**src/rtl/ced_pkg.sv**
```systemverilog
// ced_pkg: shared types and widths for the circle elastic collision pipeline.
// No dependencies.
`default_nettype none

package ced_pkg;

   // Widths of the internal datapath once a touching pair is known.
   localparam int NUM_W     = 56;  // rounded quotient numerator magnitude
   localparam int DEN_W     = 38;  // (m1+m2)*|d|^2
   localparam int QUO_W     = 20;  // quotient magnitude, < 2^18 in practice
   localparam int DIV_STEPS = 2;   // quotient bits per divider stage

   typedef struct packed {
      logic signed [15:0] first_pos_x;
      logic signed [15:0] first_pos_y;
      logic signed [15:0] first_vel_x;
      logic signed [15:0] first_vel_y;
      logic        [7:0]  first_radius;
      logic        [9:0]  first_mass;
      logic signed [15:0] second_pos_x;
      logic signed [15:0] second_pos_y;
      logic signed [15:0] second_vel_x;
      logic signed [15:0] second_vel_y;
      logic        [7:0]  second_radius;
      logic        [9:0]  second_mass;
   } ced_req_type;

   typedef struct packed {
      logic signed [15:0] new_first_vel_x;
      logic signed [15:0] new_first_vel_y;
      logic signed [15:0] new_second_vel_x;
      logic signed [15:0] new_second_vel_y;
      logic               bounced;
      logic               clipped;
   } ced_rsp_type;

   // Per-item data carried alongside the dividers.
   typedef struct packed {
      logic signed [15:0] v1x;
      logic signed [15:0] v1y;
      logic signed [15:0] v2x;
      logic signed [15:0] v2y;
      logic               hit;
      logic [3:0]         neg;  // sign of each quotient: n1x, n1y, n2x, n2y
   } ced_side_type;

endpackage

`default_nettype wire

```
**src/rtl/ced_div.sv**
```systemverilog
// ced_div: pipelined restoring divider, STEPS quotient bits per stage.
// Depends on ced_pkg.
`default_nettype none

module ced_div #(
   parameter int STEPS = ced_pkg::DIV_STEPS
) (
   input  wire logic                       clock,
   input  wire logic                       en,
   input  wire logic [ced_pkg::NUM_W-1:0]  num,
   input  wire logic [ced_pkg::DEN_W-1:0]  den,
   output logic      [ced_pkg::QUO_W-1:0]  quo
);
   import ced_pkg::*;

   localparam int STAGES = (QUO_W + STEPS - 1) / STEPS;
   localparam int RW     = DEN_W + QUO_W;

   logic [RW-1:0]    rem_ff [STAGES];
   logic [RW-1:0]    rem_in [STAGES];
   logic [DEN_W-1:0] den_ff [STAGES];
   logic [QUO_W-1:0] quo_ff [STAGES];
   logic [QUO_W-1:0] quo_in [STAGES];
   logic [RW-1:0]    src_rem [STAGES];
   logic [DEN_W-1:0] src_den [STAGES];
   logic [QUO_W-1:0] src_quo [STAGES];

   for (genvar s = 0; s < STAGES; s++) begin : g_stage
      if (s == 0) begin : g_first
         assign src_rem[s] = RW'(num);
         assign src_den[s] = den;
         assign src_quo[s] = '0;
      end else begin : g_next
         assign src_rem[s] = rem_ff[s-1];
         assign src_den[s] = den_ff[s-1];
         assign src_quo[s] = quo_ff[s-1];
      end

      always_comb begin
         logic [RW-1:0]    r;
         logic [QUO_W-1:0] q;
         logic [RW-1:0]    trial;
         r = src_rem[s];
         q = src_quo[s];
         trial = '0;
         for (int j = 0; j < STEPS; j++) begin
            if (QUO_W - 1 - s * STEPS - j >= 0) begin
               trial = RW'(src_den[s]) << (QUO_W - 1 - s * STEPS - j);
               if (r >= trial) begin
                  r = r - trial;
                  q[QUO_W - 1 - s * STEPS - j] = 1'b1;
               end
            end
         end
         rem_in[s] = r;
         quo_in[s] = q;
      end

      always_ff @(posedge clock) begin
         if (en) begin
            rem_ff[s] <= rem_in[s];
            den_ff[s] <= src_den[s];
            quo_ff[s] <= quo_in[s];
         end
      end
   end

   assign quo = quo_ff[STAGES-1];

endmodule

`default_nettype wire

```
**config.mk**
```make
export PLATFORM = sky130hd
export DESIGN_NAME = ced_div
export DESIGN_NICKNAME = d
export VERILOG_FILES = /design/src/rtl/ced_pkg.sv /design/src/rtl/ced_div.sv
export SDC_FILE = /design/constraint.sdc
export NUM_CORES = 2
export LEC_CHECK = 0
export ABC_CLOCK_PERIOD_IN_PS = 11900
export BUFFER_PORTS_ARGS = -buffer_cell sky130_fd_sc_hd__buf_2
export CAP_MARGIN = 20
export CORE_ASPECT_RATIO = 1.2
export CORE_MARGIN = 2
export CORE_UTILIZATION = 55
export DETAILED_ROUTE_END_ITERATION = 12
export HOLD_SLACK_MARGIN = 0.05
export PLACE_DENSITY = 0.71
export SLEW_MARGIN = 20
export SYNTH_ARGS = -nofsm -noshare
export SYNTH_HDL_FRONTEND = slang
export SYNTH_SLANG_ARGS = --single-unit
```
**constraint.sdc**
```tcl
create_clock -name clock -period 11.9 [get_ports clock]
set_clock_uncertainty 0.15 [all_clocks]
set_input_delay 0.595 -clock clock [delete_from_list [all_inputs] [get_ports clock]]
set_output_delay 0.595 -clock clock [all_outputs]
set_load 0.01 [all_outputs]
```
* Word level (Yosys, flattened, before mapping)
Memories as Yosys holds them, arrays and structs flattened.
Cells that the tools add are included.
** Word-level totals
- Output and inout port bits :: 20
- Memories kept :: 3
- ROM bits :: 0
- Input port bits :: 96
- Bits in writable memories :: 1160
- Flip-flop bits (word level) :: 0
- Latch bits :: 0
** Cells by class
- Multiply operators :: 0
- Div/mod/pow operators :: 0
- Bitwise gates (word level) :: 0
- $lt $le $gt $ge :: 20
- Reductions and logical operators :: 0
- Add/sub/neg operators :: 20
- Shifts and indexed selects :: 0
- Multiplexer cells :: 42
- Equal/unequal tests :: 0
** Memory list
- rem_ff :: words 10, width 58, rd ports 9, clocked after Yosys merged registers in 0, wr ports 10, line ced_div.sv:19 : logic [RW-1:0] rem_ff [STAGES];
- den_ff :: words 10, width 38, rd ports 9, clocked after Yosys merged registers in 0, wr ports 10, line ced_div.sv:21 : logic [DEN_W-1:0] den_ff [STAGES];
- quo_ff :: words 10, width 20, rd ports 10, clocked after Yosys merged registers in 0, wr ports 10, line ced_div.sv:22 : logic [QUO_W-1:0] quo_ff [STAGES];
** Operator list (count)
- $mux W58 :: 20
- $ge A58 B38 Y1 :: 1
- $ge A58 B39 Y1 :: 1
- $ge A58 B40 Y1 :: 1
- $ge A58 B41 Y1 :: 1
- $ge A58 B42 Y1 :: 1
- $ge A58 B43 Y1 :: 1
- $ge A58 B44 Y1 :: 1
- $ge A58 B45 Y1 :: 1
- $ge A58 B46 Y1 :: 1
- $ge A58 B47 Y1 :: 1
- $ge A58 B48 Y1 :: 1
- $ge A58 B49 Y1 :: 1
- $ge A58 B50 Y1 :: 1
- $ge A58 B51 Y1 :: 1
- $ge A58 B52 Y1 :: 1
- $ge A58 B53 Y1 :: 1
- $ge A58 B54 Y1 :: 1
- $ge A58 B55 Y1 :: 1
- $ge A58 B56 Y1 :: 1
- $sub A56 B57 Y58 :: 1
- $sub A58 B38 Y58 :: 1
- $sub A58 B39 Y58 :: 1
- $sub A58 B40 Y58 :: 1
- other kinds (18) :: 39

* Depth between registers and ports, before layout
An unclocked memory read counts as a cell.
- Depth after elaboration :: 5
- Mapped depth :: 35
- Mapped depth without buffers :: 29

* Least setup slack after synthesis
Ideal clock, no wire load.
- Path type :: input -> register
- Start :: in den[1] in the netlist's numbering
- End :: mem rem_ff[0][19] in the netlist's numbering (data pin)
- Slack :: 4.835 ns
- Cell stages on the path :: 29
- Setup time :: 0.260 ns
- Arrival time :: 6.655 ns
- Buffers on the path :: 2
- Path through :: inv_1 ha_1 nor2b_1 o21a_1 o31a_1 o21ai_0 a21boi_0 a41oi_1 nand4_1 o211a_1 o21a_1 o21ai_1 clkbuf_1 mux2_2 ha_1 a21o_1 a21oi_1 o21ai_0 a21o_1 a21oi_1 o211a_1 nor2_1 a221o_1 a211o_1 a21oi_1 o21a_1 nand3_1 buf_1 mux2_2
** RTL lines
- start, declared :: line ced_div.sv:11 : input wire logic [ced_pkg::DEN_W-1:0] den,
- end, declared :: line ced_div.sv:19

==> flow_summary.toml <==
[status]
run_status = "completed"

[finish]
area_growth_pct = 8.19
design_area_um2 = 88500
drive_gt1_share_pct = 6.89
final_nets = 10000

[logic_synthesis]
yosysTopAreaCell = "edfxtp_1"
syn_area_per_cell_um2 = 9.03
synth_most_common_cell = "edfxtp_1"
synth_ff_type = "edfxtp_1"
seq_area_frac_synth_pct = 35.8
synth_area_leaders = "edfxtp_1 (36%), ha_1 (12%), a21oi_1 (5.8%), xnor2_1 (5.3%), o21ai_0 (3.7%)"
synth-edff-count = 974
syn_area_um2 = 81800
synth_top_area_share_pct = 35.8
ys_types = 94
ys.warnings.count = 0
ys_async_sr_fraction_pct = 0
syn_inst = 9058
synth_nets = 9932
ys_seq_elements = 974
synthTopCellsByCount = "edfxtp_1 (974), a21oi_1 (948), nand2_1 (794)"

[worst_hold_path]
holdCritStartpoint = "num[18]"
hold_class = "in -> reg"

[placement]
place_area_um2 = 84500
hpwl_um = 211000
gp_congestion = 1.01
io_buffers = 115

[timing]
setup_tns_ps = 0
tightestPinTransition_ps = 1250
slew_headroom_pct = 15.9
finalSetupViolations = 0
layout_min_cycle_time_ps = 9950
finalHoldViolCount = 0
fmax_mhz = 100
rsz0062_at_grt = "false"
period_share_pct = 83.6
whs_ps = 83.9
final-max-slew-violation-count = 0

[clocking]
clock-sinks = 974
cts.clk_slew.worst_paths_ps = 60
htreeDepth = 3
clockBufferDepth = 3
cts-buffers-inserted = 105
worstSkewPairLatency_ps = 800
cts_setup_buffers = 0
tritoncts = "built"
root_buffer = "clkbuf_16"
postCtsResizedCells = 0

[global_routing]
grt_overflow = 0
grt_antenna_before_repair = 4
grt_pass1_vias = 70500
grt_pass1_wl_um = 388000
grt_util_all_layers_pct = 33.2
grt_max_degree = 109

[setup_path]
path_buf_inv = 3
arrival_ps = 10320
slowest_delay_ps = 670
path_max_fanout = 32
cp-end-kind = "flop"
r2r_end = "rem_ff[3][57]"
start_kind = "flop"
cp.required_ps = 12270
crit_family = "compound AO/OA/AOI/OAI gates"
worstSetupStartpoint = "den_ff[2][8]"
r2r-start = "den_ff[2][8]"
rrSetupSlack_ps = 1950
cpMaxStageDelayCell = "a2111oi_0"
crit_cells = 27
crit_end = "rem_ff[3][57]"
rr_worst_depth = 27
critical_path_class = "reg -> reg"

[detailed_routing]
drc = 0
detail-route-antenna-nets = 0
highest_layer = "met4"
wl_met1_um = 81500
routed-wl-met2_um = 141000
wl_per_cell_um = 23.0
vias = 68700
wl_met3_um = 7170
drt_iter0_drc = 3733
postRouteWirelength_um = 257000
drt_first_pass_iters = 7
routed_via_density = 6.13

[floorplanning]
fp.coreArea_um2 = 148000
die_area_um2 = 152000
die_width_um = 356
fp-row-count = 155
start_util_pct = 55.2
die_h_um = 426
io_pins = 116

[pwr]
peakVddDrop_uv = 172
power_density_nw_per_um2 = 349
finalPower_mw = 30.9
p_leak_nw = 36.0

[run]
maxCapViolCount = 0
## sequential cells by signal, summed over array words and instances, names as in the netlist
| name | flops |
|---|---|
| rem_ff | 522 |
| den_ff | 342 |
| quo_ff | 110 |
## cells in the final DEF (no fill, tap or decap), types with 24 or more instances in the layout
master           n
buf_4           72
or4_1           37
o211ai_1        60
a211o_1         31
clkbuf_16      105
ha_1           759
nor2_1         706
o21a_1         124
and2_1          56
nand2_1        794
inv_1          618
nor3_1         154
edfxtp_1       974
a211oi_1        89
xnor2_1        494
and4_1          30
or3_1           52
o21ai_0        609
nand4b_1        24
o31ai_1         49
mux2_2         177
buf_2          114
o21bai_1       122
nor4_1          84
nor2b_1        100
nand2b_1       117
a31oi_1         61
dlygate4sd3_1   56
a21oi_1        948
and3_1          64
nand4_1        182
nand3_1        163
a21o_1         375
xor2_1         275
or2_2           31
## report_power, final
| part | switching [mW] | internal, mW |
|---|---|---|
| clock network | 1.47 | 1.77 |
| logic | 12.6 | 8.94 |
| registers | 0.599 | 5.53 |
| total | 14.7 | 16.2 |
## metrics by stage
| step | cells | worst slack, ps | utilization, % |
|---|---|---|---|
| 2_1_floorplan | 9058 | 4830 | - |
| 3_3_place_gp | 11000 | 2200 | 57.0 |
| 3_5_place_dp | 11000 | 2100 | 57.0 |
| 4_1_cts | 11200 | 2030 | 59.7 |
| 5_1_grt | 11200 | 1550 | 59.7 |
| 6_report | 11200 | 1950 | 59.7 |
## worst register-to-register path, cell delays in order (launching register included)
cell and delay (ps):
edfxtp_1 340, inv_1 80, ha_1 400, and4_1 570, o21a_1 200, o31ai_1 160
o21ai_0 660, a41oi_1 420, o31a_1 550, o211ai_1 600, buf_4 480, nor2_1 130
a21oi_1 290, ha_1 310, nor2b_1 150, o31ai_1 370, a21oi_1 220, nor4_1 420
o31ai_1 160, buf_4 190, or2_2 340, a2111oi_0 670, o21ai_0 440, a41o_1 370
o21a_1 180, o21ai_0 430, o2111ai_1 200, xor2_1 190
## worst min path at each step
stage	endpoint	slack, ps	cells past startpoint
final	rem_ff[0][18]	80	3
after CTS	rem_ff[0][18]	50	3
after global placement	quo_ff[9][12]	250	0
after detailed placement	quo_ff[7][11]	250	0
after floorplan	quo_ff[1][18]	250	0
after global routing	rem_ff[0][18]	70	3
## cell families after synthesis
logic type,count (synthesis),synth area share (%)
xor+xnor,769,8.24
compound gates,2773,21.1
fa+ha+maj,778,12.1
simple gates,2678,15.8
mux,206,2.87
flops,974,35.8
buf+inv,880,4.14
## cell type report
| cell class | instances | area, µm² |
|---|---|---|
| fillers | 12800 | 59700 |
| multi-input cells | 7204 | 49300 |
| flip-flops and latches | 974 | 29200 |
| clock buffers | 122 | 2690 |
| well taps | 1962 | 2450 |
| inverters | 623 | 2340 |
| repair buffers | 246 | 1750 |
| clock inverters | 67 | 697 |
| diodes | 5 | 12.5 |
## repair_timing
item                       in CTS  in global routing
setup endpoints to repair       0                  0
hold buffers                   56                  0
hold endpoints to repair       56                  0
## per-layer routing
metal,global-route usage (%),vias to the layer above
met4,30.8,0
met3,2.93,774
met1,28.0,32400
li1,-,33700
met5,0,-
met2,66.9,1783
Note: power is estimated with default switching activity, not from simulation.
